===== src/hw/rtl/slpg_pkg.sv =====
// Shared types and constants for the status LED pattern generator.
// Used by slpg_div, slpg_dp, slpg_ctrl and the top level; no dependencies.
package slpg_pkg;

  // Shared divider geometry
  localparam int DIV_W  = 48;  // dividend / quotient width
  localparam int DIVR_W = 20;  // divisor / remainder width

  localparam int CFG_W  = 16;
  localparam logic [CFG_W-1:0] HOLD_CUT_RESET = 16'd3000;

  // Phase commands
  localparam logic [1:0] CMD_RESTORE = 2'd1;
  localparam logic [1:0] CMD_NORMAL  = 2'd2;

  // Animation timing in ms
  localparam int BOOT_END_MS     = 3000;
  localparam int BOOT_WHITE_MS   = 2700;
  localparam int STROBE_END_MS   = 400;
  localparam int SCAN_END_MS     = 2000;
  localparam int RESTORE_END_MS  = 2200;

  // Intensities
  localparam logic [7:0] SCAN_LEVEL  = 8'd220;
  localparam logic [7:0] WHITE_LEVEL = 8'd200;
  localparam logic [7:0] FULL_LEVEL  = 8'd255;
  localparam logic [7:0] BLUE_FLOOR  = 8'd13;
  localparam logic [7:0] THROB_BASE  = 8'd150;

  typedef enum logic [1:0] {
    PH_BOOT    = 2'd0,
    PH_RESTORE = 2'd1,
    PH_NORMAL  = 2'd2
  } phase_t;

  // Dividend / divisor selection for the shared divider
  typedef enum logic [3:0] {
    DS_SCAN,
    DS_STROBE,
    DS_INTEN,
    DS_DROP,
    DS_PERIOD,
    DS_M8000,
    DS_BREATH_UP,
    DS_BREATH_DOWN,
    DS_BLUE,
    DS_M2000,
    DS_SWEEP_UP,
    DS_SWEEP_DOWN,
    DS_THROB
  } div_sel_t;

  // Register updates performed by the datapath
  typedef enum logic [3:0] {
    ACT_NONE,
    ACT_SET_NORMAL,
    ACT_WHITE,
    ACT_RED,
    ACT_SCAN_COL,
    ACT_STROBE_COL,
    ACT_INTEN,
    ACT_PERIOD,
    ACT_URGENCY_COL,
    ACT_SAVE_REM,
    ACT_SQUARE,
    ACT_BLUE_COL,
    ACT_BLUE_FLAT,
    ACT_GREEN_COL,
    ACT_GREEN_ZERO,
    ACT_THROB_COL
  } act_t;

  typedef struct packed {
    logic     load;
    logic     div_start;
    div_sel_t div_sel;
    act_t     act;
    logic     publish;
  } dp_cmd_t;

  typedef struct packed {
    phase_t phase;
    logic   t_ge_boot_end;
    logic   t_ge_boot_white;
    logic   t_lt_strobe;
    logic   t_lt_scan;
    logic   t_lt_white;
    logic   button;
    logic   rx_off;
    logic   scanning;
    logic   failsafe;
    logic   x_lt_300;
    logic   x_lt_1000;
    logic   x_lt_3500;
    logic   x_lt_7000;
    logic   div_done;
    logic   out_busy;
  } dp_status_t;

endpackage


===== src/hw/rtl/slpg_div.sv =====
// Shared restoring divider, two quotient bits per cycle.
// Depends on slpg_pkg for the dividend and divisor widths.
module slpg_div (
  input  logic                            clk,
  input  logic                            rst,
  input  logic                            start,
  input  logic [slpg_pkg::DIV_W-1:0]      dividend,
  input  logic [slpg_pkg::DIVR_W-1:0]     divisor,
  output logic                            done,
  output logic [slpg_pkg::DIV_W-1:0]      quotient,
  output logic [slpg_pkg::DIVR_W-1:0]     remainder
);

  localparam int DW    = slpg_pkg::DIV_W;
  localparam int RW    = slpg_pkg::DIVR_W;
  localparam int STEPS = DW / 2;
  localparam int CW    = $clog2(STEPS);

  logic [DW-1:0] dq;
  logic [RW-1:0] rem;
  logic [RW-1:0] dvs;
  logic [CW-1:0] cnt;
  logic          running;

  logic [RW:0]   dext, r1, r2;
  logic          b1, b2;
  logic [RW-1:0] m1, m2;

  always_comb begin
    dext = {1'b0, dvs};
    r1   = {rem, dq[DW-1]};
    b1   = (r1 >= dext);
    m1   = b1 ? RW'(r1 - dext) : r1[RW-1:0];
    r2   = {m1, dq[DW-2]};
    b2   = (r2 >= dext);
    m2   = b2 ? RW'(r2 - dext) : r2[RW-1:0];
  end

  always_ff @(posedge clk) begin
    if (rst) begin
      running <= 1'b0;
      done    <= 1'b0;
      cnt     <= '0;
    end else if (start) begin
      running <= 1'b1;
      done    <= 1'b0;
      cnt     <= '0;
    end else if (running) begin
      cnt <= cnt + 1'b1;
      if (cnt == CW'(STEPS - 1)) begin
        running <= 1'b0;
        done    <= 1'b1;
      end
    end
  end

  always_ff @(posedge clk) begin
    if (start) begin
      dq  <= dividend;
      rem <= '0;
      dvs <= divisor;
    end else if (running) begin
      dq  <= {dq[DW-3:0], b1, b2};
      rem <= m2;
    end
  end

  assign quotient  = dq;
  assign remainder = rem;

endmodule


===== src/hw/rtl/slpg_dp.sv =====
// Datapath: input latch, phase/colour state, divider operand select and result register.
// Depends on slpg_pkg and slpg_div.
module slpg_dp #(
  parameter int TIME_BITS = 32
) (
  input  logic                           clk,
  input  logic                           rst,
  input  slpg_pkg::dp_cmd_t              cmd,
  output slpg_pkg::dp_status_t           status,
  input  logic                           cfg_valid,
  input  logic [slpg_pkg::CFG_W-1:0]     cfg_data,
  input  logic [31:0]                    now_ms,
  input  logic [1:0]                     phase_cmd,
  input  logic                           button_down,
  input  logic [31:0]                    held_ms,
  input  logic                           rx_off,
  input  logic                           scanning,
  input  logic                           failsafe,
  output logic                           out_valid,
  input  logic                           out_stall,
  output logic [7:0]                     red,
  output logic [7:0]                     green,
  output logic [7:0]                     blue,
  output logic [1:0]                     anim_phase
);

  localparam int NOW_W = (TIME_BITS < 32) ? TIME_BITS : 32;
  localparam int DW    = slpg_pkg::DIV_W;
  localparam int RW    = slpg_pkg::DIVR_W;

  slpg_pkg::phase_t       phase, phase_next;
  logic [TIME_BITS-1:0]   phase_start, phase_start_next;
  logic [23:0]            colour;
  logic [slpg_pkg::CFG_W-1:0] hold_cut, cut;

  logic [NOW_W-1:0]       now_r;
  logic [31:0]            held_r;
  logic                   button_r, rx_off_r, scanning_r, failsafe_r;
  logic [TIME_BITS-1:0]   t_r, now_tb;
  logic [RW-1:0]          x_r;
  logic [7:0]             inten_r;
  logic [8:0]             period_r;

  logic [DW-1:0]          div_a, quo;
  logic [RW-1:0]          div_b, rem;
  logic                   div_done;
  logic [11:0]            scan_t;
  logic [12:0]            breath_down;
  logic [9:0]             sweep_down;
  logic [10:0]            throb_p;
  logic [8:0]             period_next;
  logic [7:0]             strobe_v;

  assign cut    = (hold_cut == '0) ? slpg_pkg::CFG_W'(1) : hold_cut;
  assign now_tb = TIME_BITS'(now_ms[NOW_W-1:0]);

  always_comb begin
    phase_next       = phase;
    phase_start_next = phase_start;
    if (phase_cmd == slpg_pkg::CMD_RESTORE) begin
      phase_next       = slpg_pkg::PH_RESTORE;
      phase_start_next = now_tb;
    end else if (phase_cmd == slpg_pkg::CMD_NORMAL) begin
      phase_next = slpg_pkg::PH_NORMAL;
    end
  end

  // Divider operands
  always_comb begin
    scan_t      = (phase == slpg_pkg::PH_RESTORE) ?
                  12'(t_r[11:0] - 12'd400) : t_r[11:0];
    breath_down = 13'(13'd7000 - x_r[12:0]);
    sweep_down  = 10'(10'd1000 - x_r[9:0]);
    throb_p     = (x_r < RW'(1000)) ? x_r[10:0] : 11'(11'd2000 - x_r[10:0]);
    div_a = '0;
    div_b = RW'(1);
    case (cmd.div_sel)
      slpg_pkg::DS_SCAN: begin
        div_a = DW'(scan_t);
        div_b = RW'(180);
      end
      slpg_pkg::DS_STROBE: begin
        div_a = DW'(now_r);
        div_b = RW'(80);
      end
      slpg_pkg::DS_INTEN: begin
        div_a = DW'(held_r) * DW'(255);
        div_b = RW'(cut);
      end
      slpg_pkg::DS_DROP: begin
        div_a = DW'(held_r) * DW'(340);
        div_b = RW'(cut);
      end
      slpg_pkg::DS_PERIOD: begin
        div_a = DW'(now_r);
        div_b = RW'(period_r);
      end
      slpg_pkg::DS_M8000: begin
        div_a = DW'(now_r);
        div_b = RW'(8000);
      end
      slpg_pkg::DS_BREATH_UP: begin
        div_a = DW'({x_r[12:0], 1'b0});
        div_b = RW'(7);
      end
      slpg_pkg::DS_BREATH_DOWN: begin
        div_a = DW'({breath_down, 1'b0});
        div_b = RW'(7);
      end
      slpg_pkg::DS_BLUE: begin
        div_a = DW'(x_r) * DW'(207);
        div_b = RW'(1000000);
      end
      slpg_pkg::DS_M2000: begin
        div_a = DW'(now_r);
        div_b = RW'(2000);
      end
      slpg_pkg::DS_SWEEP_UP: begin
        div_a = DW'(x_r) * DW'(11);
        div_b = RW'(15);
      end
      slpg_pkg::DS_SWEEP_DOWN: begin
        div_a = DW'(sweep_down) * DW'(11);
        div_b = RW'(35);
      end
      slpg_pkg::DS_THROB: begin
        div_a = DW'(throb_p) * DW'(7);
        div_b = RW'(100);
      end
      default: begin
        div_a = '0;
        div_b = RW'(1);
      end
    endcase
  end

  slpg_div u_div (
    .clk       (clk),
    .rst       (rst),
    .start     (cmd.div_start),
    .dividend  (div_a),
    .divisor   (div_b),
    .done      (div_done),
    .quotient  (quo),
    .remainder (rem)
  );

  assign period_next = (quo >= DW'(340)) ? 9'd60 : 9'(9'd400 - quo[8:0]);
  assign strobe_v    = (rem >= RW'(40)) ? slpg_pkg::SCAN_LEVEL : 8'd0;

  // Phase, colour and configuration state
  always_ff @(posedge clk) begin
    if (rst) begin
      phase       <= slpg_pkg::PH_BOOT;
      phase_start <= '0;
      colour      <= '0;
      hold_cut    <= slpg_pkg::HOLD_CUT_RESET;
      out_valid   <= 1'b0;
    end else begin
      if (cfg_valid) begin
        hold_cut <= cfg_data;
      end
      if (cmd.load) begin
        phase       <= phase_next;
        phase_start <= phase_start_next;
      end
      case (cmd.act)
        slpg_pkg::ACT_SET_NORMAL: phase <= slpg_pkg::PH_NORMAL;
        slpg_pkg::ACT_WHITE:
          colour <= {slpg_pkg::WHITE_LEVEL, slpg_pkg::WHITE_LEVEL, slpg_pkg::WHITE_LEVEL};
        slpg_pkg::ACT_RED: colour <= {slpg_pkg::FULL_LEVEL, 16'd0};
        slpg_pkg::ACT_SCAN_COL: begin
          if (rem < RW'(60)) begin
            colour <= {slpg_pkg::SCAN_LEVEL, 16'd0};
          end else if (rem < RW'(120)) begin
            colour <= {8'd0, slpg_pkg::SCAN_LEVEL, 8'd0};
          end else begin
            colour <= {16'd0, slpg_pkg::SCAN_LEVEL};
          end
        end
        slpg_pkg::ACT_STROBE_COL: colour <= {strobe_v, strobe_v, strobe_v};
        slpg_pkg::ACT_URGENCY_COL:
          colour <= {(rem < RW'(period_r[8:1])) ? inten_r : 8'd0, 16'd0};
        slpg_pkg::ACT_BLUE_COL: colour <= {16'd0, 8'(slpg_pkg::BLUE_FLOOR + quo[7:0])};
        slpg_pkg::ACT_BLUE_FLAT: colour <= {16'd0, slpg_pkg::BLUE_FLOOR};
        slpg_pkg::ACT_GREEN_COL: colour <= {8'd0, quo[7:0], 8'd0};
        slpg_pkg::ACT_GREEN_ZERO: colour <= '0;
        slpg_pkg::ACT_THROB_COL:
          colour <= {8'd0, 8'(slpg_pkg::THROB_BASE + quo[7:0]), 8'd0};
        default: ;
      endcase
      out_valid <= cmd.publish | (out_valid & out_stall);
    end
  end

  // Working registers and result register
  always_ff @(posedge clk) begin
    if (cmd.load) begin
      now_r      <= now_ms[NOW_W-1:0];
      held_r     <= held_ms;
      button_r   <= button_down;
      rx_off_r   <= rx_off;
      scanning_r <= scanning;
      failsafe_r <= failsafe;
      t_r        <= now_tb - phase_start_next;
    end
    case (cmd.act)
      slpg_pkg::ACT_INTEN:    inten_r  <= (quo > DW'(255)) ? 8'd255 : quo[7:0];
      slpg_pkg::ACT_PERIOD:   period_r <= period_next;
      slpg_pkg::ACT_SAVE_REM: x_r      <= rem;
      slpg_pkg::ACT_SQUARE:   x_r      <= RW'(quo[9:0]) * RW'(quo[9:0]);
      default: ;
    endcase
    if (cmd.publish) begin
      red        <= colour[23:16];
      green      <= colour[15:8];
      blue       <= colour[7:0];
      anim_phase <= phase;
    end
  end

  always_comb begin
    status.phase           = phase;
    status.t_ge_boot_end   = t_r >= TIME_BITS'(slpg_pkg::BOOT_END_MS);
    status.t_ge_boot_white = t_r >= TIME_BITS'(slpg_pkg::BOOT_WHITE_MS);
    status.t_lt_strobe     = t_r <  TIME_BITS'(slpg_pkg::STROBE_END_MS);
    status.t_lt_scan       = t_r <  TIME_BITS'(slpg_pkg::SCAN_END_MS);
    status.t_lt_white      = t_r <  TIME_BITS'(slpg_pkg::RESTORE_END_MS);
    status.button          = button_r;
    status.rx_off          = rx_off_r;
    status.scanning        = scanning_r;
    status.failsafe        = failsafe_r;
    status.x_lt_300        = x_r < RW'(300);
    status.x_lt_1000       = x_r < RW'(1000);
    status.x_lt_3500       = x_r < RW'(3500);
    status.x_lt_7000       = x_r < RW'(7000);
    status.div_done        = div_done;
    status.out_busy        = out_valid & out_stall;
  end

endmodule


===== src/hw/rtl/slpg_ctrl.sv =====
// Controller: sequences the phase decision and the divider steps for one request.
// Depends on slpg_pkg for the command and status structs.
module slpg_ctrl (
  input  logic                  clk,
  input  logic                  rst,
  input  logic                  in_valid,
  output logic                  in_stall,
  input  slpg_pkg::dp_status_t  status,
  output slpg_pkg::dp_cmd_t     cmd
);

  typedef enum logic [4:0] {
    S_IDLE,
    S_DISPATCH,
    S_W_SCAN,
    S_W_STROBE,
    S_W_INTEN,
    S_W_DROP,
    S_U_START,
    S_W_UMOD,
    S_W_M8000,
    S_B_SEL,
    S_W_BREATH,
    S_B_START,
    S_W_BLUE,
    S_W_SWEEP_M,
    S_S_SEL,
    S_W_GREEN,
    S_W_THROB_M,
    S_T_START,
    S_W_THROB,
    S_FINISH
  } state_t;

  state_t state, state_next;

  assign in_stall = (state != S_IDLE);

  always_comb begin
    cmd         = '0;
    cmd.div_sel = slpg_pkg::DS_SCAN;
    cmd.act     = slpg_pkg::ACT_NONE;
    state_next  = state;
    case (state)
      S_IDLE: begin
        if (in_valid) begin
          cmd.load   = 1'b1;
          state_next = S_DISPATCH;
        end
      end
      S_DISPATCH: begin
        case (status.phase)
          slpg_pkg::PH_BOOT: begin
            if (status.t_ge_boot_end) begin
              cmd.act    = slpg_pkg::ACT_SET_NORMAL;
              state_next = S_FINISH;
            end else if (status.t_ge_boot_white) begin
              cmd.act    = slpg_pkg::ACT_WHITE;
              state_next = S_FINISH;
            end else begin
              cmd.div_start = 1'b1;
              cmd.div_sel   = slpg_pkg::DS_SCAN;
              state_next    = S_W_SCAN;
            end
          end
          slpg_pkg::PH_RESTORE: begin
            if (status.t_lt_strobe) begin
              cmd.div_start = 1'b1;
              cmd.div_sel   = slpg_pkg::DS_STROBE;
              state_next    = S_W_STROBE;
            end else if (status.t_lt_scan) begin
              cmd.div_start = 1'b1;
              cmd.div_sel   = slpg_pkg::DS_SCAN;
              state_next    = S_W_SCAN;
            end else if (status.t_lt_white) begin
              cmd.act    = slpg_pkg::ACT_WHITE;
              state_next = S_FINISH;
            end else begin
              cmd.act    = slpg_pkg::ACT_SET_NORMAL;
              state_next = S_FINISH;
            end
          end
          default: begin
            if (status.button && !status.rx_off) begin
              cmd.div_start = 1'b1;
              cmd.div_sel   = slpg_pkg::DS_INTEN;
              state_next    = S_W_INTEN;
            end else if (status.rx_off) begin
              cmd.div_start = 1'b1;
              cmd.div_sel   = slpg_pkg::DS_M8000;
              state_next    = S_W_M8000;
            end else if (status.scanning) begin
              cmd.div_start = 1'b1;
              cmd.div_sel   = slpg_pkg::DS_M2000;
              state_next    = S_W_SWEEP_M;
            end else if (status.failsafe) begin
              cmd.act    = slpg_pkg::ACT_RED;
              state_next = S_FINISH;
            end else begin
              cmd.div_start = 1'b1;
              cmd.div_sel   = slpg_pkg::DS_M2000;
              state_next    = S_W_THROB_M;
            end
          end
        endcase
      end
      S_W_SCAN: begin
        if (status.div_done) begin
          cmd.act    = slpg_pkg::ACT_SCAN_COL;
          state_next = S_FINISH;
        end
      end
      S_W_STROBE: begin
        if (status.div_done) begin
          cmd.act    = slpg_pkg::ACT_STROBE_COL;
          state_next = S_FINISH;
        end
      end
      S_W_INTEN: begin
        if (status.div_done) begin
          cmd.act       = slpg_pkg::ACT_INTEN;
          cmd.div_start = 1'b1;
          cmd.div_sel   = slpg_pkg::DS_DROP;
          state_next    = S_W_DROP;
        end
      end
      S_W_DROP: begin
        if (status.div_done) begin
          cmd.act    = slpg_pkg::ACT_PERIOD;
          state_next = S_U_START;
        end
      end
      S_U_START: begin
        cmd.div_start = 1'b1;
        cmd.div_sel   = slpg_pkg::DS_PERIOD;
        state_next    = S_W_UMOD;
      end
      S_W_UMOD: begin
        if (status.div_done) begin
          cmd.act    = slpg_pkg::ACT_URGENCY_COL;
          state_next = S_FINISH;
        end
      end
      S_W_M8000: begin
        if (status.div_done) begin
          cmd.act    = slpg_pkg::ACT_SAVE_REM;
          state_next = S_B_SEL;
        end
      end
      S_B_SEL: begin
        if (status.x_lt_3500) begin
          cmd.div_start = 1'b1;
          cmd.div_sel   = slpg_pkg::DS_BREATH_UP;
          state_next    = S_W_BREATH;
        end else if (status.x_lt_7000) begin
          cmd.div_start = 1'b1;
          cmd.div_sel   = slpg_pkg::DS_BREATH_DOWN;
          state_next    = S_W_BREATH;
        end else begin
          cmd.act    = slpg_pkg::ACT_BLUE_FLAT;
          state_next = S_FINISH;
        end
      end
      S_W_BREATH: begin
        if (status.div_done) begin
          cmd.act    = slpg_pkg::ACT_SQUARE;
          state_next = S_B_START;
        end
      end
      S_B_START: begin
        cmd.div_start = 1'b1;
        cmd.div_sel   = slpg_pkg::DS_BLUE;
        state_next    = S_W_BLUE;
      end
      S_W_BLUE: begin
        if (status.div_done) begin
          cmd.act    = slpg_pkg::ACT_BLUE_COL;
          state_next = S_FINISH;
        end
      end
      S_W_SWEEP_M: begin
        if (status.div_done) begin
          cmd.act    = slpg_pkg::ACT_SAVE_REM;
          state_next = S_S_SEL;
        end
      end
      S_S_SEL: begin
        if (status.x_lt_300) begin
          cmd.div_start = 1'b1;
          cmd.div_sel   = slpg_pkg::DS_SWEEP_UP;
          state_next    = S_W_GREEN;
        end else if (status.x_lt_1000) begin
          cmd.div_start = 1'b1;
          cmd.div_sel   = slpg_pkg::DS_SWEEP_DOWN;
          state_next    = S_W_GREEN;
        end else begin
          cmd.act    = slpg_pkg::ACT_GREEN_ZERO;
          state_next = S_FINISH;
        end
      end
      S_W_GREEN: begin
        if (status.div_done) begin
          cmd.act    = slpg_pkg::ACT_GREEN_COL;
          state_next = S_FINISH;
        end
      end
      S_W_THROB_M: begin
        if (status.div_done) begin
          cmd.act    = slpg_pkg::ACT_SAVE_REM;
          state_next = S_T_START;
        end
      end
      S_T_START: begin
        cmd.div_start = 1'b1;
        cmd.div_sel   = slpg_pkg::DS_THROB;
        state_next    = S_W_THROB;
      end
      S_W_THROB: begin
        if (status.div_done) begin
          cmd.act    = slpg_pkg::ACT_THROB_COL;
          state_next = S_FINISH;
        end
      end
      S_FINISH: begin
        if (!status.out_busy) begin
          cmd.publish = 1'b1;
          state_next  = S_IDLE;
        end
      end
      default: state_next = S_IDLE;
    endcase
  end

  always_ff @(posedge clk) begin
    if (rst) begin
      state <= S_IDLE;
    end else begin
      state <= state_next;
    end
  end

endmodule


===== src/hw/rtl/status_led_pattern_generator.sv =====
// Status LED pattern generator; depends on slpg_pkg, slpg_ctrl and slpg_dp.
// Each request runs through dispatch and finish; each divider pass adds a wait state on the
// 48-bit shared divider (2 bits/cycle); the longest path is blue breathing (three passes).
// One request is in flight at a time; the next is taken once the result is in the output
// register, which waits while a stalled result still occupies it.
// Reset (rst, synchronous): boot phase, start time 0, colour cleared, out_valid low, hold cut 3000 ms.
module status_led_pattern_generator #(
  parameter int TIME_BITS = 32
) (
  input  logic        clk,
  input  logic        rst,
  input  logic        in_valid,
  output logic        in_stall,
  input  logic [31:0] now_ms,
  input  logic [1:0]  phase_cmd,
  input  logic        button_down,
  input  logic [31:0] held_ms,
  input  logic        rx_off,
  input  logic        scanning,
  input  logic        failsafe,
  output logic        out_valid,
  input  logic        out_stall,
  output logic [7:0]  red,
  output logic [7:0]  green,
  output logic [7:0]  blue,
  output logic [1:0]  anim_phase,
  input  logic        cfg_valid,
  output logic        cfg_ready,
  input  logic [15:0] cfg_data
);

  slpg_pkg::dp_cmd_t    cmd;
  slpg_pkg::dp_status_t status;

  assign cfg_ready = 1'b1;

  slpg_ctrl u_ctrl (
    .clk      (clk),
    .rst      (rst),
    .in_valid (in_valid),
    .in_stall (in_stall),
    .status   (status),
    .cmd      (cmd)
  );

  slpg_dp #(
    .TIME_BITS (TIME_BITS)
  ) u_dp (
    .clk         (clk),
    .rst         (rst),
    .cmd         (cmd),
    .status      (status),
    .cfg_valid   (cfg_valid & cfg_ready),
    .cfg_data    (cfg_data),
    .now_ms      (now_ms),
    .phase_cmd   (phase_cmd),
    .button_down (button_down),
    .held_ms     (held_ms),
    .rx_off      (rx_off),
    .scanning    (scanning),
    .failsafe    (failsafe),
    .out_valid   (out_valid),
    .out_stall   (out_stall),
    .red         (red),
    .green       (green),
    .blue        (blue),
    .anim_phase  (anim_phase)
  );

endmodule

===== config.mk =====
export PLATFORM = sky130hd
export DESIGN_NAME = status_led_pattern_generator
export DESIGN_NICKNAME = d
export VERILOG_FILES = /design/src/hw/rtl/slpg_pkg.sv /design/src/hw/rtl/slpg_div.sv /design/src/hw/rtl/slpg_dp.sv /design/src/hw/rtl/slpg_ctrl.sv /design/src/hw/rtl/status_led_pattern_generator.sv
export SDC_FILE = /design/constraint.sdc
export NUM_CORES = 2
export LEC_CHECK = 0
export BUFFER_PORTS_ARGS = -buffer_cell sky130_fd_sc_hd__buf_2
export CAP_MARGIN = 20
export CELL_PAD_IN_SITES_DETAIL_PLACEMENT = 2
export CELL_PAD_IN_SITES_GLOBAL_PLACEMENT = 2
export CORE_MARGIN = 8
export CORE_UTILIZATION = 45
export CTS_BUF_LIST = sky130_fd_sc_hd__clkbuf_4 sky130_fd_sc_hd__clkbuf_8
export CTS_CLUSTER_SIZE = 12
export DETAILED_ROUTE_END_ITERATION = 6
export GPL_TIMING_DRIVEN = 0
export PLACE_DENSITY = 0.94
export SLEW_MARGIN = 10
export SYNTH_ARGS = -nofsm -noshare
export SYNTH_HDL_FRONTEND = slang
export SYNTH_SLANG_ARGS = --single-unit

===== constraint.sdc =====
create_clock -name clk -period 14.85 [get_ports clk]
set_clock_uncertainty 0.1 [all_clocks]
set_input_delay 0.7425 -clock clk [delete_from_list [all_inputs] [get_ports clk]]
set_output_delay 0.7425 -clock clk [all_outputs]
set_load 0.005 [all_outputs]

==> impl_metrics.ini, run 1 <==
[synthesis]
synth_warnings = 0
syn_area_per_cell_um2 = 9.15
synth_area_um2 = 39000
ys_top_cells_by_count = 891 x inv_1, 478 x ha_1, 356 x fa_1
netlist.area_leader.share_pct = 18.3
yosysSeqAreaShare_pct = 23.0
synth.area.top_cells = fa_1 18%, edfxtp_1 18%, ha_1 15%, inv_1 8.6%, dfxtp_1 5.5%
synthCells = 4268
synth_cell_types = 90
synth_edf_count = 228
synth.most_common_cell = inv_1
synth.largest_area_cell = fa_1
ys_seq_elements = 335
syn_nets = 5193
async_flop_share_pct = 0
ys.flop_type = edfxtp_1

[grt]
antenna_found_initial = 57
grt_max_degree = 58
track_usage_pct = 74.0
grt_overflow = 21

[clock_network]
hold_buffers = 0
clock_path_buffers = 3
cts_root_buf = clkbuf_8
cts-buffers-inserted = 68
cts_setup_buffers = 0
cts_resized = 0
htreeDepth = 3
cts.sinks = 335

[floorplanning]
dieHeight_um = 311
die_w_um = 311
ios = 120
initial_utilization_pct = 45.2
rows = 108

[placed_design]
finalWeightedCongestion = 0.933
portBuffers = 117
placed_cells = 5550
post-place-ws_ns = 7.40
hpwl_mm = 146

[run_status]
error_line = [ERROR GRT-0232] Routing congestion too high. Check the congestion heatmap in the GUI.
run_status = aborted with a tool error
lastStage = 5_1_grt
## cell families after synthesis
group	Yosys count	synth area share [%]
XOR/XNOR	236	5.29
multiplexers	72	1.88
buffers and inverters	1004	9.71
adder cells (fa/ha/maj)	834	33.6
other	1	0.00960
AND/OR/NAND/NOR	821	10.2
AO/OA/AOI/OAI	965	16.4
flip-flops	335	23.0
## through the flow
step | util, % | area (µm²)
after global placement | 47.6 | 41100
after floorplan | - | 39000
after detailed placement | 47.8 | 41200
after CTS | 49.4 | 42700
## layer usage
metal,GRT overflow,global-route usage [%]
met5,2,47.9
met4,14,72.5
met1,0,70.9
met3,0,66.7
met2,5,86.3
==> run 2, diff against run 1 <==
--- a/config.mk
+++ b/config.mk
@@ -7,15 +7,11 @@
 export LEC_CHECK = 0
 export BUFFER_PORTS_ARGS = -buffer_cell sky130_fd_sc_hd__buf_2
 export CAP_MARGIN = 20
-export CELL_PAD_IN_SITES_DETAIL_PLACEMENT = 2
-export CELL_PAD_IN_SITES_GLOBAL_PLACEMENT = 2
 export CORE_MARGIN = 8
-export CORE_UTILIZATION = 45
-export CTS_BUF_LIST = sky130_fd_sc_hd__clkbuf_4 sky130_fd_sc_hd__clkbuf_8
-export CTS_CLUSTER_SIZE = 12
+export CORE_UTILIZATION = 35
 export DETAILED_ROUTE_END_ITERATION = 6
 export GPL_TIMING_DRIVEN = 0
-export PLACE_DENSITY = 0.94
+export PLACE_DENSITY_LB_ADDON = 0.15
 export SLEW_MARGIN = 10
 export SYNTH_ARGS = -nofsm -noshare
 export SYNTH_HDL_FRONTEND = slang
==> run 2 against run 1 <==
  * The flow now finishes without violations
  * Synthesized cell count did not move
  * Area after synthesis did not move
==> impl_metrics.ini, run 2 <==
[grt]
antenna_found_initial = 2
track_usage_pct = 19.9
grt_max_degree = 58
grt_overflow = 0
grt_pass1_wl_mm = 188
grt_pass1_vias = 30924

[timing]
max_slew_margin_pct = 24.3
max_clock_freq_ghz = 0.139
worst_pin_slew_ns = 1.14
setup_slack_ns = 7.65
rsz0062_at_grt = false
layout_min_cycle_time_ns = 7.20
setup_viol_count_final = 0
setup-tns-final_ns = 0
fin_crit_sh_pct = 48.5
hold_viol = 0
drv_slew = 0

[critical_path]
critPathKind = flip-flop to flip-flop
start_kind = flip-flop
reg2reg_from = u_dp.x_r[4]$_DFFE_PP_
crit_arrival_ns = 7.41
worstSetupEndpointType = flip-flop
cp.required_ns = 15.05
worstPathMaxFanout = 13
r2r-end = u_dp.u_div.quotient[8]$_DFFE_PP_
reg2reg_depth = 23
reg2reg_slack_ns = 7.65

[synthesis]
ys_seq_elements = 335
synth_area_um2 = 39000
ys_top_cells_by_count = 891 x inv_1, 478 x ha_1, 356 x fa_1
synth.area.top_cells = fa_1 18%, edfxtp_1 18%, ha_1 15%, inv_1 8.6%, dfxtp_1 5.5%
synth_edf_count = 228
synth_cell_types = 90
syn_area_per_cell_um2 = 9.15
async_flop_share_pct = 0
yosysSeqAreaShare_pct = 23.0
synthCells = 4268
synth.most_common_cell = inv_1
netlist.area_leader.share_pct = 18.3
ys.flop_type = edfxtp_1
synth_warnings = 0
syn_nets = 5193
synth.largest_area_cell = fa_1

[final_layout]
design_area_um2 = 43100
mostFrequentLayoutCells = 891 x inv_1, 478 x ha_1, 356 x fa_1
syn_to_final_growth_pct = 10.3
layout.nets = 5362
final_util_pct = 38.9
drive_gt1_share_pct = 5.66
final_common_cell = inv_1
largest_reg_flops = 48
nFillCells = 11380

[floorplanning]
rows = 122
die_w_um = 350
die-area_um2 = 123000
ios = 120
dieHeight_um = 350
coreArea_um2 = 111000
initial_utilization_pct = 35.3

[detailed_routing]
drtIter0Drc = 2301
wl_mm = 123
antenna_left = 0
wl_met3_mm = 6.68
topRoutingLayerUsed = met4
drt_pass1_iterations = 6
drcViolationCount = 0
wl_met2_mm = 55.9
vias_per_cell = 5.14
wl_met1_mm = 57.6
dr_total_vias = 30637
wl_per_cell_um = 20.6

[clock_network]
cts_root_buf = clkbuf_16
clk_pin_slew_ns = 0.08
cts-buffers-inserted = 43
clock_path_buffers = 3
cts_tree = done
clock_latency_ns = 0.61
cts_setup_buffers = 0
hold_buffers = 0
htreeDepth = 2
cts_resized = 0
cts.sinks = 335

[hold_path]
min_from = held_ms[3]
hold_path.class = primary input to flip-flop
hold_depth = 1
min_to = u_dp.held_r[3]$_DFFE_PP_

[placed_design]
portBuffers = 117
post-place-ws_ns = 7.72
finalWeightedCongestion = 0.935
hpwl_mm = 101
place_area_um2 = 41600

[flow_run]
drv_cap = 0

[run_status]
run_status = finished clean
-- run 2: cell counts after synthesis --
Identical to the previous run, type by type.
-- run 2: cell families (layout without fill, tap and decap cells) --
| group | Yosys count | after routing | synth area share (%) |
|---|---|---|---|
| other | 1 | 4 | 0.00960 |
| AND/OR/NAND/NOR | 821 | 821 | 10.2 |
| multiplexers | 72 | 72 | 1.88 |
| flip-flops | 335 | 335 | 23.0 |
| AO/OA/AOI/OAI | 965 | 965 | 16.4 |
| XOR/XNOR | 236 | 236 | 5.29 |
| adder cells (fa/ha/maj) | 834 | 834 | 33.6 |
| buffers and inverters | 1004 | 1207 | 9.71 |
-- run 2: per-stage QoR --
step	hold slack [ns]	instances
final	0.203	5962
after floorplan	0.306	4268
after CTS	0.165	5959
after global placement	0.325	5873
after detailed placement	0.319	5880
after global routing	0.186	5959
-- run 2: layout make-up --
class / instances / area [µm²] / area share [%]
inverter: 897 / 3370 / 7.82
antenna: 3 / 7.51 / 0.0174
clock buffer: 53 / 1140 / 2.65
clock inverter: 26 / 289 / 0.671
tap: 1488 / 1860 / 4.32
buffer: 107 / 428 / 0.993
sequential: 335 / 8990 / 20.9
multi-input combinational: 2929 / 26300 / 61.1
timing repair buffer: 124 / 663 / 1.54
-- run 2: metal layers --
layer / up-vias / track usage, %
met5: - / 0
met2: 712 / 32.5
met3: 131 / 2.97
met1: 15014 / 27.9
met4: 0 / 4.34
li1: 14780 / -
-- run 2: how the worst max path moves through the flow --
stage,depth (start not counted),start,end
2_1_floorplan,19,u_dp.held_r[6]$_DFFE_PP_,u_dp.u_div.quotient[39]$_DFFE_PP_
3_3_place_gp,12,u_dp.x_r[4]$_DFFE_PP_,u_dp.u_div.quotient[44]$_SDFFCE_PP0P_
3_5_place_dp,23,u_dp.x_r[4]$_DFFE_PP_,u_dp.u_div.quotient[8]$_DFFE_PP_
4_1_cts,23,u_dp.x_r[4]$_DFFE_PP_,u_dp.u_div.quotient[8]$_DFFE_PP_
5_1_grt,23,u_dp.x_r[4]$_DFFE_PP_,u_dp.u_div.quotient[8]$_DFFE_PP_
6_report,23,u_dp.x_r[4]$_DFFE_PP_,u_dp.u_div.quotient[8]$_DFFE_PP_
-- run 2: critical path, stage by stage (launching register included) --
cell and delay (ns):
edfxtp_1 0.88, inv_1 0.41, ha_1 0.37, a21oi_2 0.20, o21ai_1 0.13, a21oi_1 0.60
nor2_1 0.11, xnor2_1 0.50, fa_1 0.51, inv_1 0.08, ha_1 0.16, inv_1 0.06
fa_1 0.39, nor2b_1 0.13, o21ai_0 0.11, a21oi_1 0.19, o21ai_0 0.09, nand2b_1 0.12
xnor2_1 0.18, o22ai_1 0.11, a211oi_1 0.30, o221ai_1 0.27, a2111oi_0 0.75, a22oi_1 0.14
Power of run 2 is not shown: default switching activity piles up to over one toggle a cycle in this logic, so the estimate is an artifact.
